===== src/tkft_pkg.sv =====
package tkft_pkg;

  localparam int unsigned TickW   = 32;
  localparam int unsigned HandleW = 16;
  localparam int unsigned OpW     = 3;
  localparam int unsigned StatW   = 2;
  localparam int unsigned EntryW  = TickW + HandleW;

  typedef enum logic [OpW-1:0] {
    OP_APPEND = 3'd0,
    OP_LOOKUP = 3'd1,
    OP_DELETE = 3'd2,
    OP_COUNT  = 3'd3,
    OP_POP    = 3'd4
  } tkft_op_e;

  typedef enum logic [StatW-1:0] {
    ST_OK       = 2'd0,
    ST_FULL     = 2'd1,
    ST_BAD_TICK = 2'd2
  } tkft_status_e;

  typedef enum logic [1:0] {
    S_IDLE,
    S_WALK,
    S_FIN
  } tkft_state_e;

  // Result of one operation, apart from the entry count.
  typedef struct packed {
    logic               found;
    logic [HandleW-1:0] result_handle;
    tkft_status_e       status;
  } tkft_res_t;

endpackage


===== src/tkft_if.sv =====
interface tkft_in_if;
  logic                              valid;
  logic                              ready;
  logic [tkft_pkg::OpW-1:0]          opcode;
  logic signed [tkft_pkg::TickW-1:0] tick;
  logic [tkft_pkg::HandleW-1:0]      frame_handle;
  logic                              exact_match;

  modport source (output valid, opcode, tick, frame_handle, exact_match, input ready);
  modport sink   (input valid, opcode, tick, frame_handle, exact_match, output ready);
endinterface

interface tkft_out_if #(
  parameter int unsigned CntW = 5
);
  logic                           valid;
  logic                           ready;
  logic                           found;
  logic [tkft_pkg::HandleW-1:0]   result_handle;
  logic [CntW-1:0]                entry_count;
  logic [tkft_pkg::StatW-1:0]     status;

  modport source (output valid, found, result_handle, entry_count, status, input ready);
  modport sink   (input valid, found, result_handle, entry_count, status, output ready);
endinterface


===== src/tick_keyed_frame_table_core.sv =====
// Tick-keyed frame table: an ordered ring of up to DEPTH (tick, handle) entries in insertion
// order. Every input word (append, lookup, delete older than tick, count, pop oldest) yields
// exactly one output word. The input side takes one word at a time and is not ready while an
// operation runs. Append, count, pop, unknown opcodes, and lookup or delete on an empty table
// or with a negative tick skip the walk and go from accept straight to a registered result.
// Lookup and delete walk the ring one entry per cycle through the entry RAM's single read
// port and one shared signed compare; lookup stops at the first entry at or above the tick.
// A finished result sits in an output register, so the next word is accepted while it waits
// to be taken. Delete visits all entries, keeping survivors in order from the current head.
module tick_keyed_frame_table_core #(
  parameter int unsigned DEPTH = 16,
  localparam int unsigned IdxW = $clog2(DEPTH),
  localparam int unsigned CntW = $clog2(DEPTH + 1)
) (
  input  logic        clk_i,
  input  logic        rst_ni,
  tkft_in_if.sink     in_i,
  tkft_out_if.source  out_o
);

  logic                         ram_we;
  logic [IdxW-1:0]              ram_waddr;
  logic [tkft_pkg::EntryW-1:0]  ram_wdata;
  logic [IdxW-1:0]              ram_raddr;
  logic [tkft_pkg::EntryW-1:0]  ram_rdata;

  logic                         res_valid;
  logic                         res_ready;
  tkft_pkg::tkft_res_t          res;
  logic [CntW-1:0]              count;

  logic                         out_valid_q;
  tkft_pkg::tkft_res_t          out_res_q;
  logic [CntW-1:0]              out_count_q;

  // Entry store: tick in the upper bits, handle in the lower bits.
  tkft_ram #(
    .Width (tkft_pkg::EntryW),
    .Depth (DEPTH)
  ) u_entry_ram (
    .clk_i   (clk_i),
    .we_i    (ram_we),
    .waddr_i (ram_waddr),
    .wdata_i (ram_wdata),
    .raddr_i (ram_raddr),
    .rdata_o (ram_rdata)
  );

  // Sequencer: holds head and count, runs the walk and builds the result.
  tkft_seq #(
    .DEPTH (DEPTH)
  ) u_seq (
    .clk_i       (clk_i),
    .rst_ni      (rst_ni),
    .in_valid_i  (in_i.valid),
    .in_ready_o  (in_i.ready),
    .opcode_i    (in_i.opcode),
    .tick_i      (in_i.tick),
    .handle_i    (in_i.frame_handle),
    .exact_i     (in_i.exact_match),
    .res_valid_o (res_valid),
    .res_ready_i (res_ready),
    .res_o       (res),
    .count_o     (count),
    .ram_we_o    (ram_we),
    .ram_waddr_o (ram_waddr),
    .ram_wdata_o (ram_wdata),
    .ram_raddr_o (ram_raddr),
    .ram_rdata_i (ram_rdata)
  );

  // Output register: load a finished result when the slot is empty or being drained.
  assign res_ready = !out_valid_q || out_o.ready;

  always_ff @(posedge clk_i or negedge rst_ni) begin
    if (!rst_ni) begin
      out_valid_q <= 1'b0;
    end else if (res_ready) begin
      out_valid_q <= res_valid;
    end
  end

  // Hold the payload until the word is taken.
  always_ff @(posedge clk_i) begin
    if (res_ready && res_valid) begin
      out_res_q   <= res;
      out_count_q <= count;
    end
  end

  assign out_o.valid         = out_valid_q;
  assign out_o.found         = out_res_q.found;
  assign out_o.result_handle = out_res_q.result_handle;
  assign out_o.entry_count   = out_count_q;
  assign out_o.status        = out_res_q.status;

endmodule


===== src/tkft_ram.sv =====
module tkft_ram #(
  parameter int unsigned Width = 8,
  parameter int unsigned Depth = 16,
  localparam int unsigned AddrW = $clog2(Depth)
) (
  input  logic             clk_i,
  input  logic             we_i,
  input  logic [AddrW-1:0] waddr_i,
  input  logic [Width-1:0] wdata_i,
  input  logic [AddrW-1:0] raddr_i,
  output logic [Width-1:0] rdata_o
);

  logic [Width-1:0] mem_q [Depth];

  always_ff @(posedge clk_i) begin
    if (we_i) begin
      mem_q[waddr_i] <= wdata_i;
    end
    rdata_o <= mem_q[raddr_i];
  end

endmodule


===== src/tkft_seq.sv =====
module tkft_seq #(
  parameter int unsigned DEPTH = 16,
  localparam int unsigned IdxW = $clog2(DEPTH),
  localparam int unsigned CntW = $clog2(DEPTH + 1),
  localparam int unsigned SumW = IdxW + 1
) (
  input  logic                          clk_i,
  input  logic                          rst_ni,
  input  logic                          in_valid_i,
  output logic                          in_ready_o,
  input  logic [tkft_pkg::OpW-1:0]      opcode_i,
  input  logic [tkft_pkg::TickW-1:0]    tick_i,
  input  logic [tkft_pkg::HandleW-1:0]  handle_i,
  input  logic                          exact_i,
  output logic                          res_valid_o,
  input  logic                          res_ready_i,
  output tkft_pkg::tkft_res_t           res_o,
  output logic [CntW-1:0]               count_o,
  output logic                          ram_we_o,
  output logic [IdxW-1:0]               ram_waddr_o,
  output logic [tkft_pkg::EntryW-1:0]   ram_wdata_o,
  output logic [IdxW-1:0]               ram_raddr_o,
  input  logic [tkft_pkg::EntryW-1:0]   ram_rdata_i
);

  tkft_pkg::tkft_state_e state_q, state_d;
  tkft_pkg::tkft_op_e    op_q, op_d;
  logic [tkft_pkg::TickW-1:0]   tick_q, tick_d;
  logic                         exact_q, exact_d;
  logic [IdxW-1:0]              head_q, head_d;
  logic [CntW-1:0]              count_q, count_d;
  logic [IdxW-1:0]              rd_ptr_q, rd_ptr_d;
  logic [IdxW-1:0]              wr_ptr_q, wr_ptr_d;
  logic [CntW-1:0]              ev_q, ev_d;
  logic [CntW-1:0]              kept_q, kept_d;
  logic [tkft_pkg::HandleW-1:0] prev_h_q, prev_h_d;
  tkft_pkg::tkft_res_t          res_q, res_d;

  logic [tkft_pkg::TickW-1:0]   ent_tick;
  logic [tkft_pkg::HandleW-1:0] ent_h;
  logic                         ent_ge, ent_eq, ent_last, walk_stop, walk_start;
  logic [SumW-1:0]              tail_sum;
  logic [IdxW-1:0]              tail_idx;

  function automatic logic [IdxW-1:0] ring_inc(input logic [IdxW-1:0] p);
    ring_inc = (p == IdxW'(DEPTH - 1)) ? '0 : p + IdxW'(1);
  endfunction

  // One shared compare unit examines the entry read in the previous cycle.
  assign ent_tick  = ram_rdata_i[tkft_pkg::EntryW-1:tkft_pkg::HandleW];
  assign ent_h     = ram_rdata_i[tkft_pkg::HandleW-1:0];
  assign ent_ge    = $signed(ent_tick) >= $signed(tick_q);
  assign ent_eq    = ent_tick == tick_q;
  assign ent_last  = ev_q == (count_q - CntW'(1));
  assign walk_stop = (op_q == tkft_pkg::OP_LOOKUP) ? (ent_ge || ent_last) : ent_last;

  assign walk_start = ((opcode_i == tkft_pkg::OP_LOOKUP) || (opcode_i == tkft_pkg::OP_DELETE))
                      && (count_q != '0) && !tick_i[tkft_pkg::TickW-1];

  assign tail_sum = SumW'(head_q) + SumW'(count_q);
  assign tail_idx = (tail_sum >= SumW'(DEPTH)) ? IdxW'(tail_sum - SumW'(DEPTH))
                                               : tail_sum[IdxW-1:0];

  always_comb begin
    state_d = state_q;
    unique case (state_q)
      tkft_pkg::S_IDLE: begin
        if (in_valid_i) begin
          state_d = walk_start ? tkft_pkg::S_WALK : tkft_pkg::S_FIN;
        end
      end
      tkft_pkg::S_WALK: begin
        if (walk_stop) begin
          state_d = tkft_pkg::S_FIN;
        end
      end
      tkft_pkg::S_FIN: begin
        if (res_ready_i) begin
          state_d = tkft_pkg::S_IDLE;
        end
      end
      default: state_d = tkft_pkg::S_IDLE;
    endcase
  end

  always_comb begin
    op_d        = op_q;
    tick_d      = tick_q;
    exact_d     = exact_q;
    head_d      = head_q;
    count_d     = count_q;
    rd_ptr_d    = rd_ptr_q;
    wr_ptr_d    = wr_ptr_q;
    ev_d        = ev_q;
    kept_d      = kept_q;
    prev_h_d    = prev_h_q;
    res_d       = res_q;
    ram_we_o    = 1'b0;
    ram_waddr_o = wr_ptr_q;
    ram_wdata_o = {ent_tick, ent_h};
    ram_raddr_o = rd_ptr_q;
    in_ready_o  = state_q == tkft_pkg::S_IDLE;
    res_valid_o = state_q == tkft_pkg::S_FIN;

    unique case (state_q)
      tkft_pkg::S_IDLE: begin
        if (in_valid_i) begin
          op_d        = tkft_pkg::tkft_op_e'(opcode_i);
          tick_d      = tick_i;
          exact_d     = exact_i;
          res_d       = '{found: 1'b0, result_handle: '0, status: tkft_pkg::ST_OK};
          // Start the walk at the oldest entry.
          ram_raddr_o = head_q;
          rd_ptr_d    = ring_inc(head_q);
          wr_ptr_d    = head_q;
          ev_d        = '0;
          kept_d      = '0;
          prev_h_d    = '0;
          unique case (opcode_i)
            tkft_pkg::OP_APPEND: begin
              if (tick_i[tkft_pkg::TickW-1] || (tick_i == '0)) begin
                res_d.status = tkft_pkg::ST_BAD_TICK;
              end else if (count_q == CntW'(DEPTH)) begin
                res_d.status = tkft_pkg::ST_FULL;
              end else begin
                ram_we_o    = 1'b1;
                ram_waddr_o = tail_idx;
                ram_wdata_o = {tick_i, handle_i};
                count_d     = count_q + CntW'(1);
              end
            end
            tkft_pkg::OP_DELETE: begin
              if (tick_i[tkft_pkg::TickW-1]) begin
                count_d = '0;
              end
            end
            tkft_pkg::OP_POP: begin
              if (count_q != '0) begin
                head_d  = ring_inc(head_q);
                count_d = count_q - CntW'(1);
              end
            end
            tkft_pkg::OP_LOOKUP, tkft_pkg::OP_COUNT: ;
            default: ;
          endcase
        end
      end
      tkft_pkg::S_WALK: begin
        rd_ptr_d = ring_inc(rd_ptr_q);
        ev_d     = ev_q + CntW'(1);
        prev_h_d = ent_h;
        if (op_q == tkft_pkg::OP_LOOKUP) begin
          if (ent_ge) begin
            if (ent_eq) begin
              res_d.found         = 1'b1;
              res_d.result_handle = ent_h;
            end else if (!exact_q) begin
              res_d.found         = 1'b1;
              res_d.result_handle = (ev_q == '0) ? ent_h : prev_h_q;
            end
          end else if (ent_last && !exact_q) begin
            res_d.found         = 1'b1;
            res_d.result_handle = ent_h;
          end
        end else begin
          // Compact kept entries toward the head; writes trail the reads.
          if (ent_ge) begin
            ram_we_o = 1'b1;
            wr_ptr_d = ring_inc(wr_ptr_q);
            kept_d   = kept_q + CntW'(1);
          end
          if (ent_last) begin
            count_d = ent_ge ? kept_q + CntW'(1) : kept_q;
          end
        end
      end
      tkft_pkg::S_FIN: ;
      default: ;
    endcase
  end

  always_ff @(posedge clk_i or negedge rst_ni) begin
    if (!rst_ni) begin
      state_q <= tkft_pkg::S_IDLE;
      head_q  <= '0;
      count_q <= '0;
    end else begin
      state_q <= state_d;
      head_q  <= head_d;
      count_q <= count_d;
    end
  end

  always_ff @(posedge clk_i) begin
    op_q     <= op_d;
    tick_q   <= tick_d;
    exact_q  <= exact_d;
    rd_ptr_q <= rd_ptr_d;
    wr_ptr_q <= wr_ptr_d;
    ev_q     <= ev_d;
    kept_q   <= kept_d;
    prev_h_q <= prev_h_d;
    res_q    <= res_d;
  end

  assign res_o   = res_q;
  assign count_o = count_q;

endmodule


===== src/flat_wrapper.sv =====
// flat-port wrapper written by rule: the top's interface ports become plain ports
module tick_keyed_frame_table_core_flat 
#(
  parameter int unsigned DEPTH = 16,
  localparam int unsigned IdxW = $clog2(DEPTH),
  localparam int unsigned CntW = $clog2(DEPTH + 1)
)
  (clk_i, rst_ni, in_i_valid, in_i_opcode, in_i_tick, in_i_frame_handle, in_i_exact_match, in_i_ready, out_o_valid, out_o_found, out_o_result_handle, out_o_entry_count, out_o_status, out_o_ready);
  tkft_in_if in_i_i ();
  tkft_out_if #(.CntW(($clog2((16) + 1)))) out_o_i ();
  input  logic clk_i;
  input  logic rst_ni;
  input wire logic [$bits(in_i_i.valid)-1:0] in_i_valid;
  input wire logic [$bits(in_i_i.opcode)-1:0] in_i_opcode;
  input wire logic [$bits(in_i_i.tick)-1:0] in_i_tick;
  input wire logic [$bits(in_i_i.frame_handle)-1:0] in_i_frame_handle;
  input wire logic [$bits(in_i_i.exact_match)-1:0] in_i_exact_match;
  output wire logic [$bits(in_i_i.ready)-1:0] in_i_ready;
  output wire logic [$bits(out_o_i.valid)-1:0] out_o_valid;
  output wire logic [$bits(out_o_i.found)-1:0] out_o_found;
  output wire logic [$bits(out_o_i.result_handle)-1:0] out_o_result_handle;
  output wire logic [$bits(out_o_i.entry_count)-1:0] out_o_entry_count;
  output wire logic [$bits(out_o_i.status)-1:0] out_o_status;
  input wire logic [$bits(out_o_i.ready)-1:0] out_o_ready;
  assign in_i_i.valid = in_i_valid;
  assign in_i_i.opcode = in_i_opcode;
  assign in_i_i.tick = in_i_tick;
  assign in_i_i.frame_handle = in_i_frame_handle;
  assign in_i_i.exact_match = in_i_exact_match;
  assign in_i_ready = in_i_i.ready;
  assign out_o_valid = out_o_i.valid;
  assign out_o_found = out_o_i.found;
  assign out_o_result_handle = out_o_i.result_handle;
  assign out_o_entry_count = out_o_i.entry_count;
  assign out_o_status = out_o_i.status;
  assign out_o_i.ready = out_o_ready;
  tick_keyed_frame_table_core #(.DEPTH(DEPTH)) u_core (.clk_i(clk_i), .rst_ni(rst_ni), .in_i(in_i_i), .out_o(out_o_i));
endmodule

===== config.mk =====
export PLATFORM = sky130hd
export DESIGN_NAME = tick_keyed_frame_table_core_flat
export DESIGN_NICKNAME = d
export VERILOG_FILES = /design/src/tkft_pkg.sv /design/src/tkft_if.sv /design/src/tick_keyed_frame_table_core.sv /design/src/tkft_ram.sv /design/src/tkft_seq.sv /design/src/flat_wrapper.sv
export SDC_FILE = /design/constraint.sdc
export NUM_CORES = 1
export LEC_CHECK = 0
export BUFFER_PORTS_ARGS = -buffer_cell sky130_fd_sc_hd__buf_2
export CAP_MARGIN = 15
export CORE_UTILIZATION = 25
export DETAILED_ROUTE_END_ITERATION = 12
export GPL_ROUTABILITY_DRIVEN = 0
export SYNTH_ARGS = -nofsm -noshare
export SYNTH_HDL_FRONTEND = slang
export SYNTH_SLANG_ARGS = --single-unit

===== constraint.sdc =====
create_clock -name clk_i -period 12.4 [get_ports clk_i]
set_input_delay 2.48 -clock clk_i [delete_from_list [all_inputs] [get_ports clk_i]]
set_output_delay 2.48 -clock clk_i [all_outputs]
set_load 0.05 [all_outputs]

==> results of run 1 <==
==> worst max-delay path: cells and delay by family <==
family                 cells  cell delay [ns]
and+or+nand+nor            5             2.32
buffers and inverters      3             1.13
AOI/OAI and AO/OA          2             1.39
muxes                      1             0.33
==> routing by layer <==
metal | global-route usage [%] | vias up | part of all wire (%)
li1 | - | 8077 | -
met4 | 3.196 | 4 | 1.9
met2 | 18.64 | 319 | 50
met3 | 1.645 | 97 | 3.8
met5 | 0 | - | 0.019
met1 | 14.65 | 9611 | 45
==> final timing paths <==
check                                                    start                                        end  slack [ns]
max                                              in_i_tick[23]  u_core.u_entry_ram.mem_q[3][33]$_DFFE_PP_        4.93
min                        u_core.u_seq.res_o[0]$_SDFFCE_PP0P_           u_core.out_o.status[0]$_DFFE_PP_        0.42
max reg2reg                  u_core.u_seq.tick_q[31]$_DFFE_PP_  u_core.u_entry_ram.mem_q[3][33]$_DFFE_PP_        6.80
min reg2reg                u_core.u_seq.res_o[0]$_SDFFCE_PP0P_           u_core.out_o.status[0]$_DFFE_PP_        0.42
max in group asynchronous                               rst_ni         u_core.u_seq.head_q[3]$_DFFE_PN0P_       10.47
min in group asynchronous                               rst_ni         u_core.u_seq.head_q[0]$_DFFE_PN0P_        1.68
==> layout make-up <==
| type | count | area share [%] |
|---|---|---|
| timing repair buffer | 117 | 1.649 |
| clock inverter | 67 | 1.799 |
| clock buffer | 99 | 5.286 |
| multi-input combinational | 854 | 21.16 |
| tap | 1930 | 5.584 |
| inverter | 50 | 0.4340 |
| sequential | 941 | 64.09 |
==> cells in the final DEF (no fill, tap or decap), types with 4 or more instances in the layout <==
cell type and n:
edfxtp_1 881, mux4_2 192, nand2_1 130, clkbuf_16 90, buf_2 81, and2_1 65, a31oi_1 51, mux2_2 50
inv_1 48, a211oi_1 48, dfxtp_1 48, ha_1 43, buf_4 33, a21oi_1 32, nor2_1 26, clkinv_2 23
o21ai_0 22, nor2b_1 19, a31o_2 16, o22ai_4 16, bufinv_16 13, clkinv_1 13, nand3_1 12, dfrtp_1 12
xor2_1 9, xnor2_1 9, nor4_1 9, clkinvlp_4 9, clkbuf_1 9, nand4_1 8, nor3_1 8, a21o_1 7
nand2b_1 6, a311oi_1 5, o31ai_1 5, or3_1 4, mux2i_4 4, mux2i_1 4, or3_4 4
==> power groups by stage <==
stage	sequential (uW)	clock (uW)	combinational [uW]
5_1_grt	4490	3010	3790
6_report	4450	2830	3460
3_5_place_dp	4530	0	3540
3_3_place_gp	4520	0	3510
4_1_cts	4460	2900	3550
2_1_floorplan	4530	0	2440
==> kinds of logic (layout without fill, tap and decap cells) <==
family | after synthesis | count (layout) | synth area share, %
compound gates | 224 | 224 | 4.080
flops | 941 | 941 | 74.45
fa+ha+maj | 44 | 44 | 1.499
simple gates | 317 | 317 | 4.409
xor+xnor | 18 | 18 | 0.4235
buf+inv | 148 | 333 | 1.771
mux | 251 | 251 | 13.37
==> sequential cells by signal, indices dropped and copies added, names as in the netlist, 16 cells and up <==
name	flops
u_core.out_o.result_handle	16
u_core.u_seq.prev_h_q	16
u_core.u_entry_ram.mem_q	768
u_core.u_seq.res_o	19
u_core.u_seq.tick_q	32
u_core.u_entry_ram.rdata_o	48
==> per-stage QoR <==
stage	power, uW	setup slack [ns]	instances	util [%]	hold WS [ns]
floorplan	6971	4.875	1943	-	0.4003
global placement	8033	3.912	3892	27.18	0.4042
detailed placement	8064	3.964	3892	27.18	0.4071
CTS	10900	4.699	4058	29.25	0.4221
global route	11280	4.639	4058	29.25	0.4252
finish	10740	4.934	4058	29.25	0.4190
==> Flow_metrics.wiki, run 1 <==
{| class="wikitable"
! Metric !! Value
|-
| Largest stage delay on the critical path || about 0.85 ns
|-
| Final count of pins violating max slew || 0
|-
| Data arrival at the endpoint of the critical path || just under 8 ns
|-
| Antenna violations before repair || 10
|-
| Fraction of post-synthesis cell area in the top cell type by area || 71.06%
|-
| Overall die area || around 150000 sq um
|-
| Buffers inserted during post-CTS setup optimization || 0
|-
| Result of the run || finished clean
|-
| Post-synthesis net count || 2043
|-
| Cell area after synthesis || 37230 sq um
|-
| CTS Root Cell || clkbuf_16
|-
| Final non-filler cell area || 43250 sq um
|-
| Overall track demand over capacity in global routing || 11.04%
|-
| Port bufs || 81
|-
| Net Switching || 3546 uW
|-
| Critical path data required time || 12.71 ns
|-
| Post-detailed-route via-to-cell ratio || 4.462
|-
| Clock insertion delay at the later pin of the skew report || 0.69 ns
|-
| EDFF count, synth || 881
|-
| Biggest fanout along the worst timing path || 57
|-
| # IOs || ~80
|-
| Worst path slowest cell || o22ai_4
|-
| Clock slew at the register clock pins of the worst setup and hold paths || 0.06 ns
|-
| Most common cell on crit path || buf_4
|-
| Post-cts hold buffer count || 0
|-
| Largest voltage drop on the vdd net || 159.4 uV
|-
| CP endpoint kind || register
|-
| Total Nets Final || 2152
|-
| Count of H-tree levels built during CTS || 3
|-
| Sequential group share of total power || 41.4%
|-
| Number of DRC markers in iteration 0 || 1332
|-
| Fraction of layout instances using a drive strength above 1 || 26.60%
|-
| Hold Crit Class || reg -> reg
|-
| Layout fillers || roughly 14000
|-
| Largest cells by area after synthesis || edfxtp_1 71%, mux4_2 12%, dfxtp_1 2.6%, mux2_2 1.5%, ha_1 1.4%
|-
| Switching power as a share of total power || 33.02%
|-
| Dominant cell type by area after synthesis || edfxtp_1
|-
| Post-synthesis to final-layout area growth || 16.16%
|-
| Number of antenna diodes || 0
|-
| Top cells by count, synth || 881 x edfxtp_1, 192 x mux4_2, 130 x nand2_1
|-
| Area occupied by multi-input gates || 9153 sq um
|-
| Post-cts resize count || 0
|-
| Leading cell type by number of instances after synthesis || edfxtp_1
|-
| Warning count from the yosys run || 0
|-
| Most used flip-flop cell after synthesis || edfxtp_1
|-
| Starting density of the core || 25.18%
|-
| Min Clock Period, post-route || 7.466 ns
|-
| Die span in y || 387.9 um
|-
| Sequential share of the synthesized area || 74.45%
|-
| Share of synthesized flip-flops with an asynchronous set or reset || 1.275%
|-
| Internal power contribution || 7193 uW
|-
| Pwr Density || approximately 250 nW/um^2
|-
| Post-placement cell area || 40180 sq um
|-
| Avg Inst Size Synth || roughly 19 sq um
|-
| Kind of launch point of the worst setup path || input port
|-
| Total of endpoints with negative setup slack in the final report || 0
|-
| Post-Syn Instances || 1943
|-
| Via total after detailed routing || 18110
|-
| CTS tree || yes
|-
| First-pass GRT wire length || between 100 and 150 mm
|-
| Critical Setup Path Class || in -> reg
|-
| Worst-path cell chain || buf_2, nor4_1, nand4_1, o21bai_1, nor3_2, buf_4, mux2i_1, nand2_1, or3_4, o22ai_4, buf_4
|-
| Hold depth || 0
|-
| Gr ovfl total || 0
|-
| Clk pwr share || 26.4%
|-
| RSZ-0062 raised after global routing || no
|-
| DRC violation count after routing || 0
|-
| Clock tree skew after final layout || 0.04481 ns
|-
| Drt first pass iters || 4
|-
| Ratio of final minimum period to clock period || 60.21%
|-
| Via count of the first global-routing pass || 18640
|-
| Number of cell rows || around 140
|-
| Detailed-route wire length per cell || 20.67 um
|-
| Number of clock sinks seen by CTS || 941
|-
| Setup Total Neg Slack || 0 ns
|-
| Maximum clock frequency || 0.1339 GHz
|-
| Actual transition at the worst max-transition pin || 1.122 ns
|-
| Endpoints failing hold || 0
|-
| Gate power share || 32.2%
|-
| CORE AREA || 147800 sq um
|-
| Static leakage power || 0.01374 uW
|-
| Total of max-cap violations || 0
|-
| Detail Route Antenna Nets || 0
|-
| Worst rel slew slack || 25.21%
|-
| Largest net degree at the start of global routing || between 100 and 150
|-
| Number of unique standard cell types used by synthesis || 72
|-
| Horizontal extent of the die || 387.9 um
|-
| Yosys reg bits || about 940
|-
| TritonCTS buffer count || 88
|-
| Worst reg2reg path depth || 11
|-
| DPL Wire Length || 49.66 mm
|-
| Final routed wirelength across all metal layers || around 84 mm
|-
| Maximum root-to-sink buffer count || 3
|-
| Combined flip-flop and latch cell area || 27720 sq um
|}
No activity file was read; power rests on OpenSTA's default activity.
==> run 2: changes to the inputs <==
==> constraint.sdc (replaced) <==
create_clock -name clk_i -period 6.8 [get_ports clk_i]
set_input_delay 1.36 -clock clk_i [delete_from_list [all_inputs] [get_ports clk_i]]
set_output_delay 1.36 -clock clk_i [all_outputs]
set_load 0.05 [all_outputs]
==> run 2 against run 1 <==
  * Wire length increased by 4.5%
  * Worst setup slack got worse by 2.7 ns
  * Combinational power rose by 90%
  * Via count up 1.1%
  * Sequential cell count did not move
  * Sequential power up 82%
  * Highest routed layer unchanged
  * Non-clock buffer count increased by 28
  * Clock skew shrank 0.016 ns
  * Critical endpoint is now u_core.u_entry_ram.mem_q[14][36]$_DFFE_PP_
==> Flow_metrics.wiki, run 2 (synthesis results as in run 1) <==
{| class="wikitable"
! Metric !! Value
|-
| Most used cells in the layout excluding fill and tap cells || 881 x edfxtp_1, 192 x mux4_2, 130 x nand2_1, 91 x clkbuf_16, 81 x buf_2
|-
| Port bufs || 81 (unchanged)
|-
| Data arrival at the endpoint of the critical path || 4.89 ns (-2.89 ns)
|-
| Largest stage delay on the critical path || 0.73 ns (-0.12 ns)
|-
| First-pass GRT wire length || 128.4 mm (+2.9%)
|-
| Total Nets Final || 2183 (+1.4%)
|-
| CTS Root Cell || clkbuf_16
|-
| RSZ-0062 raised after global routing || no
|-
| Layout fillers || 14290 (-0.67%)
|-
| Hold Crit Class || reg -> reg
|-
| Overall die area || 150500 sq um (unchanged)
|-
| Total of endpoints with negative setup slack in the final report || 0 (unchanged)
|-
| Biggest fanout along the worst timing path || 26 (-54%)
|-
| Clock insertion delay at the later pin of the skew report || 0.68 ns (about the same)
|-
| Net Switching || 6626 uW (+87%)
|-
| Overall track demand over capacity in global routing || 11.46% (+0.42 points)
|-
| CORE AREA || 147800 sq um (unchanged)
|-
| Setup Total Neg Slack || 0 ns (unchanged)
|-
| Die span in y || 387.9 um (unchanged)
|-
| Detailed-route wire length per cell || 21.42 um (+3.6%)
|-
| Clock tree skew after final layout || 0.02862 ns (-0.01619 ns)
|-
| Kind of launch point of the worst setup path || register
|-
| Min Clock Period, post-route || between 4 and 5 ns
|-
| Buffering stage count on the worst path with inverters included || 2 (-1)
|-
| Largest registers ranked by flip-flop count || u_core.u_entry_ram.mem_q (768), u_core.u_entry_ram.rdata_o (48), u_core.u_seq.tick_q (32)
|-
| DPL Wire Length || 54.12 mm (+9.0%)
|-
| Critical path data required time || 7.10 ns (-5.61 ns)
|-
| Internal power contribution || 13390 uW (+86%)
|-
| Detail Route Antenna Nets || 0 (unchanged)
|-
| Endpoints failing hold || 0 (unchanged)
|-
| Via count of the first global-routing pass || 18780 (+0.75%)
|-
| Maximum root-to-sink buffer count || 3 (unchanged)
|-
| Final non-filler cell area || 43890 sq um (+1.5%)
|-
| Delay-heaviest family, CP || simple AND/OR/NAND/NOR gates
|-
| # IOs || 82 (unchanged)
|-
| Largest net degree at the start of global routing || 97 (-21%)
|-
| Most common cell after layout, fill and taps aside || edfxtp_1
|-
| Ratio of final minimum period to clock period || 67.39%
|-
| DRC violation count after routing || 0 (unchanged)
|-
| Result of the run || finished clean
|-
| Sequential group share of total power || 40.6% (-0.8 points)
|-
| Place WS || 1.670 ns (-2.294 ns)
|-
| Worst path slowest cell || nor4_4
|-
| Switching power as a share of total power || 33.09% (+0.078 points)
|-
| Final critical-path setup slack || 2.218 ns (-2.716 ns)
|-
| Starting density of the core || 25.18% (unchanged)
|-
| Final routed wirelength across all metal layers || 87.67 mm (+4.5%)
|-
| Horizontal extent of the die || 387.9 um (unchanged)
|-
| Worst-path cell chain || inv_1, ha_1, nand4_4, nor4_4, nand4_1, nand2_1, nor3_2, or2_1, or3_4, o22ai_4, buf_4
|-
| Maximum clock frequency || 0.2182 GHz
|-
| Clock slew at the register clock pins of the worst setup and hold paths || 0.06 ns (about the same)
|-
| Post-detailed-route via-to-cell ratio || 4.475 (+0.28%)
|-
| Via total after detailed routing || 18310 (+1.1%)
|-
| Drt first pass iters || 5 (+1)
|-
| Buffers inserted during post-CTS setup optimization || 0 (unchanged)
|-
| Largest voltage drop on the vdd net || 425.3 uV (+170%)
|-
| TritonCTS buffer count || 91 (+3.4%)
|-
| Number of DRC markers in iteration 0 || 1333 (+0.075%)
|-
| Post-cts resize count || 0 (unchanged)
|-
| Largest register FFs || 768 (unchanged)
|-
| Gr ovfl total || 0 (unchanged)
|-
| CP endpoint kind || register
|-
| Actual transition at the worst max-transition pin || 1.055 ns (-0.06727 ns)
|-
| Fraction of layout instances using a drive strength above 1 || 27.27% (+0.67 points)
|-
| Post-placement cell area || 40700 sq um (+1.3%)
|-
| Post-cts hold buffer count || 0 (unchanged)
|-
| Final count of pins violating max slew || 0 (unchanged)
|-
| Number of clock sinks seen by CTS || 941 (unchanged)
|-
| CTS tree || yes
|-
| Clk pwr share || 26.7% (+0.3 points)
|-
| Antenna violations before repair || 11 (+1)
|-
| Static leakage power || 0.01399 uW (+1.8%)
|-
| Pwr Density || 456.2 nW/um^2 (+84%)
|-
| Worst rel slew slack || 29.70% (+4.5 points)
|-
| Critical Setup Path Class || reg -> reg
|-
| Gate power share || 32.8% (+0.6 points)
|-
| Total of max-cap violations || 0 (unchanged)
|-
| Count of H-tree levels built during CTS || 3 (unchanged)
|-
| Post-synthesis to final-layout area growth || 17.88%
|-
| Largest reg by FF count || u_core.u_entry_ram.mem_q
|-
| Number of cell rows || 141 (unchanged)
|}
==> run 2: metrics by stage <==
step | std cells | total power, uW | util (%) | hold slack (ns)
final | 4092 | 20020 | 29.68 | 0.4198
after global routing | 4090 | 20940 | 29.68 | 0.4239
after CTS | 4090 | 20290 | 29.68 | 0.4206
after detailed placement | 3920 | 14930 | 27.53 | 0.4054
after global placement | 3920 | 14890 | 27.53 | 0.4021
after floorplan | 1943 | 12710 | - | 0.4003
==> run 2: per-layer routing <==
metal,share of wire (%),GRT usage [%]
met5,0.040,0
met4,2.3,3.658
met3,5.0,1.915
met2,50,19.49
met1,43,14.81
==> run 2: final timing paths <==
| check | depth (start not counted) | endpoint | slack, ns | from |
|---|---|---|---|---|
| setup / recovery | 11 | u_core.u_entry_ram.mem_q[14][36]$_DFFE_PP_ | 2.22 | u_core.u_seq.tick_q[31]$_DFFE_PP_ |
| hold / removal | 0 | u_core.out_o.result_handle[13]$_DFFE_PP_ | 0.42 | u_core.u_seq.res_o[15]$_DFFE_PP_ |
| setup reg to reg | 11 | u_core.u_entry_ram.mem_q[14][36]$_DFFE_PP_ | 2.22 | u_core.u_seq.tick_q[31]$_DFFE_PP_ |
| hold reg to reg | 0 | u_core.out_o.result_handle[13]$_DFFE_PP_ | 0.42 | u_core.u_seq.res_o[15]$_DFFE_PP_ |
| max in group asynchronous | 1 | u_core.u_seq.head_q[2]$_DFFE_PN0P_ | 5.98 | rst_ni |
| min in group asynchronous | 1 | u_core.u_seq.count_o[4]$_DFFE_PN0P_ | 0.57 | rst_ni |
==> run 2: cell type report <==
| type | instances | area [sq um] | share of cell area [%] |
|---|---|---|---|
| multi-input cells | 854 | 9153 | 20.86 |
| clock buffers | 112 | 2386 | 5.437 |
| well taps | 1930 | 2415 | 5.503 |
| flip-flops and latches | 941 | 27720 | 63.16 |
| inverters | 50 | 187.7 | 0.4277 |
| repair buffers | 145 | 1224 | 2.788 |
| diodes | 2 | 5.005 | 0.01140 |
| clock inverters | 58 | 799.5 | 1.822 |
==> run 2: power by group through the flow <==
| stage | Clock [uW] | Sequential [uW] | Combinational [uW] |
|---|---|---|---|
| 2_1_floorplan | 0 | 8250 | 4460 |
| 3_3_place_gp | 0 | 8250 | 6630 |
| 3_5_place_dp | 0 | 8260 | 6680 |
| 4_1_cts | 5460 | 8140 | 6690 |
| 5_1_grt | 5640 | 8180 | 7120 |
| 6_report | 5340 | 8120 | 6560 |
==> run 3: changes to the inputs <==
--- a/config.mk
+++ b/config.mk
@@ -5,6 +5,7 @@
 export SDC_FILE = /design/constraint.sdc
 export NUM_CORES = 1
 export LEC_CHECK = 0
+export ABC_AREA = 1
 export BUFFER_PORTS_ARGS = -buffer_cell sky130_fd_sc_hd__buf_2
 export CAP_MARGIN = 15
 export CORE_UTILIZATION = 25
==> constraint.sdc (replaced) <==
create_clock -name clk_i -period 4.09 [get_ports clk_i]
set_input_delay 0.818 -clock clk_i [delete_from_list [all_inputs] [get_ports clk_i]]
set_output_delay 0.818 -clock clk_i [all_outputs]
set_load 0.05 [all_outputs]
==> run 3 against run 2 <==
  * Power up 80%
  * Critical endpoint is now u_core.u_entry_ram.mem_q[13][22]$_DFFE_PP_
  * Synthesized area up 1.1%
  * Highest routed layer unchanged
  * Non-clock buffer count up 74
  * Worst setup slack worse by 1.9 ns
  * Largest cell class unchanged
==> Flow_metrics.wiki, run 3 <==
{| class="wikitable"
! Metric !! Value
|-
| Place WS || 0.1260 ns (-1.544 ns)
|-
| Largest voltage drop on the vdd net || 728.0 uV (+71%)
|-
| Internal power contribution || 21740 uW (+62%)
|-
| Register-to-register setup slack || 0.36 ns (-1.86 ns)
|-
| Post-Syn Instances || 2937 (+51%)
|-
| Most used flip-flop cell after synthesis || edfxtp_1
|-
| Final routed wirelength across all metal layers || 100.7 mm (+15%)
|-
| Number of clock sinks seen by CTS || 941 (unchanged)
|-
| Total of endpoints with negative setup slack in the final report || 0 (unchanged)
|-
| Via total after detailed routing || 23940 (+31%)
|-
| Switching power as a share of total power || 39.62% (+6.5 points)
|-
| DRC violation count after routing || 0 (unchanged)
|-
| Result of the run || finished clean
|-
| Data arrival at the endpoint of the critical path || 4.07 ns (-0.82 ns)
|-
| Via count of the first global-routing pass || 22960 (+22%)
|-
| Kind of launch point of the worst setup path || register
|-
| Die span in y || 389.9 um (+0.52%)
|-
| CP endpoint kind || register
|-
| Critical Setup Path Class || reg -> reg
|-
| Drt first pass iters || 7 (+2)
|-
| Avg Inst Size Synth || 12.81 sq um (-33%)
|-
| Post-cts resize count || 0 (unchanged)
|-
| Leading cell type by number of instances after synthesis || edfxtp_1
|-
| Total of max-cap violations || 0 (unchanged)
|-
| Hold Crit Class || in -> reg
|-
| Maximum root-to-sink buffer count || 3 (unchanged)
|-
| CTS tree || yes
|-
| Sequential group share of total power || 37.2% (-3.4 points)
|-
| RSZ-0062 raised after global routing || no
|-
| Post-detailed-route via-to-cell ratio || 4.643 (+3.8%)
|-
| Final critical-path setup slack || 0.3626 ns (-1.855 ns)
|-
| # IOs || 82 (unchanged)
|-
| EDFF count, synth || 881 (unchanged)
|-
| Largest cells by area after synthesis || edfxtp_1 70%, o21ai_0 5.2%, nor2_1 5.0%, dfxtp_1 2.6%, nand2_1 2.3%
|-
| Horizontal extent of the die || 389.9 um (+0.52%)
|-
| CORE AREA || 148500 sq um (+0.48%)
|-
| Total Nets Final || 3174 (+45%)
|-
| TritonCTS buffer count || 93 (+2.2%)
|-
| Clock tree skew after final layout || 0.04748 ns (+0.01886 ns)
|-
| Min Clock Period, post-route || 3.727 ns (-0.8549 ns)
|-
| Number of unique standard cell types used by synthesis || 45 (-38%)
|-
| Dominant cell type by area after synthesis || edfxtp_1
|-
| Most common cell after layout, fill and taps aside || edfxtp_1
|-
| Largest registers ranked by flip-flop count || u_core.u_entry_ram.mem_q (768), u_core.u_entry_ram.rdata_o (48), u_core.u_seq.tick_q (32)
|-
| Final worst hold slack || 0.3162 ns (-0.1036 ns)
|-
| Pwr Density || 807.3 nW/um^2 (+77%)
|-
| Starting density of the core || 25.33% (+0.14 points)
|-
| Fraction of post-synthesis cell area in the top cell type by area || 70.32% (-0.74 points)
|-
| Top cells by count, synth || 881 x edfxtp_1, 502 x nor2_1, 392 x o21ai_0
|-
| Actual transition at the worst max-transition pin || 0.8852 ns (-0.1693 ns)
|-
| Detail Route Antenna Nets || 0 (unchanged)
|-
| Cell area after synthesis || 37620 sq um (+1.1%)
|-
| Critical path data required time || 4.43 ns (-2.67 ns)
|-
| Ratio of final minimum period to clock period || 91.14% (+24 points)
|-
| Worst rel slew slack || 40.81% (+11 points)
|-
| Overall die area || 152000 sq um (+1.0%)
|-
| Number of antenna diodes || 0 (-2)
|-
| DPL Wire Length || 61.13 mm (+13%)
|-
| Maximum clock frequency || 0.2683 GHz (+23%)
|-
| Yosys reg bits || 941 (unchanged)
|-
| Endpoints failing hold || 0 (unchanged)
|-
| CTS Root Cell || clkbuf_16
|-
| Post-synthesis to final-layout area growth || 18.55%
|-
| Largest reg by FF count || u_core.u_entry_ram.mem_q
|-
| Port bufs || 81 (unchanged)
|-
| Total instance count after detailed placement || 4980 (+27%)
|-
| Most used cells in the layout excluding fill and tap cells || 881 x edfxtp_1, 485 x nor2_1, 392 x o21ai_0, 227 x nand2_1, 144 x o21ai_1
|-
| Detailed-route wire length per cell || 19.53 um (-8.8%)
|-
| Net Switching || 14270 uW (+120%)
|-
| Number of DRC markers in iteration 0 || 2337 (+75%)
|-
| Overall track demand over capacity in global routing || 13.00% (+1.5 points)
|-
| Sequential share of the synthesized area || 73.67% (-0.78 points)
|-
| Gate power share || 38.9% (+6.1 points)
|-
| Clock insertion delay at the later pin of the skew report || 0.69 ns (about the same)
|-
| Clk pwr share || 23.9% (-2.8 points)
|-
| Largest net degree at the start of global routing || 107 (+10%)
|-
| Largest register FFs || 768 (unchanged)
|-
| Static leakage power || 0.01492 uW (+6.7%)
|-
| Gr ovfl total || 0 (unchanged)
|-
| Fraction of layout instances using a drive strength above 1 || 12.84% (-14 points)
|-
| Share of synthesized flip-flops with an asynchronous set or reset || 1.275% (unchanged)
|-
| Warning count from the yosys run || 0 (unchanged)
|-
| Biggest fanout along the worst timing path || 8 (-69%)
|-
| First-pass GRT wire length || 149.8 mm (+17%)
|-
| Antenna violations before repair || 8 (-3)
|-
| Clock slew at the register clock pins of the worst setup and hold paths || 0.06 ns (about the same)
|-
| Final count of pins violating max slew || 0 (unchanged)
|-
| Share of the core filled with cells || 30.03% (+0.34 points)
|-
| Count of H-tree levels built during CTS || 3 (unchanged)
|-
| Number of cell rows || 141 (unchanged)
|-
| Post-synthesis net count || 3037 (+49%)
|-
| Final Instance Count excl. Fillers || 5156 (+26%)
|}
## run 3: changes by cell type in the layout (fill, tap and decap cells not counted), sizes merged, moves of 19 or more
cell,previous run,this run
mux2,51,0
nor2b,19,0
buf,145,218
o221ai,1,86
inv,54,124
o22ai,17,108
a31oi,51,0
mux4,192,0
nand2,131,235
o21ai,22,541
a211oi,48,0
nor2,29,506
and2,65,0
nand3,12,61
## run 3: cell type report
| cell class | instances | area [sq um] |
|---|---|---|
| Clock inverter | 59 | 603.1 |
| Sequential cell | 941 | 27720 |
| Fill cell | 14930 | 103900 |
| Tap cell | 2002 | 2505 |
| Clock buffer | 116 | 2465 |
| Inverter | 123 | 476.7 |
| Multi-Input combinational cell | 1696 | 8756 |
| Timing Repair Buffer | 219 | 2082 |
## run 3: final timing paths
| check | from | endpoint | depth (start not counted) |
|---|---|---|---|
| setup / recovery | u_core.u_seq.tick_q[7]$_DFFE_PP_ | u_core.u_entry_ram.mem_q[13][22]$_DFFE_PP_ | 13 |
| hold / removal | in_i_exact_match | u_core.u_seq.exact_q$_DFFE_PP_ | 1 |
| setup reg to reg | u_core.u_seq.tick_q[7]$_DFFE_PP_ | u_core.u_entry_ram.mem_q[13][22]$_DFFE_PP_ | 13 |
| hold reg to reg | u_core.u_seq.res_o[5]$_DFFE_PP_ | u_core.out_o.result_handle[3]$_DFFE_PP_ | 0 |
| max in group asynchronous | rst_ni | u_core.u_seq.head_q[0]$_DFFE_PN0P_ | 2 |
| min in group asynchronous | rst_ni | u_core.out_o.valid$_DFFE_PN0N_ | 2 |
## run 3: kinds of logic (layout without fill, tap and decap cells)
| kind of cell | count (synthesis) | in the layout | share of synthesized area (%) |
|---|---|---|---|
| simple gates | 833 | 833 | 8.883 |
| compound gates | 804 | 804 | 12.14 |
| fa+ha+maj | 44 | 44 | 1.483 |
| flops | 941 | 941 | 73.67 |
| xor+xnor | 15 | 15 | 0.3492 |
| buf+inv | 300 | 517 | 3.475 |
## run 3: timing repair
action | CTS | global route
endpoints found under the hold margin | 12 | 0
endpoints found under the setup margin | 0 | 0
hold buffers | 1 | 0
buffers inserted | 0 | 0
## run 3: power by group through the flow
stage	Combinational [uW]	Sequential [uW]	Clock, uW
floorplan	8410	13800	0
finish	14000	13400	8610
global route	15400	13500	9140
CTS	14000	13400	8780
global placement	13800	13600	0
detailed placement	13900	13600	0
## run 3: through the flow
stage,total power (uW),instance area (sq um),setup TNS (ns)
6_report,36010,44600,0
4_1_cts,36170,44600,0
3_3_place_gp,27380,41530,0
3_5_place_dp,27520,41530,0
2_1_floorplan,22200,37630,-495.74
5_1_grt,38020,44600,0
## run 3: worst max-delay path, stage by stage, from the launching register on
cell and delay [ns]:
edfxtp_1 0.33, inv_1 0.04, ha_1 0.28, nand2_1 0.06, nor2_1 0.14, nand4_1 0.70, nor2_1 0.28, nand2_1 0.21
nand3_4 0.20, inv_1 0.15, o21ai_4 0.24, nand2_2 0.19, nor2_4 0.30, buf_4 0.26
## run 3: per-layer routing
layer / vias to the layer above / global-route usage (%) / share of wire, %
li1: 11090 / - / -
met1: 11870 / 18.72 / 46
met2: 851 / 19.47 / 43
met3: 130 / 3.221 / 8.4
met4: 4 / 3.109 / 2.0
met5: - / 0 / 0.016
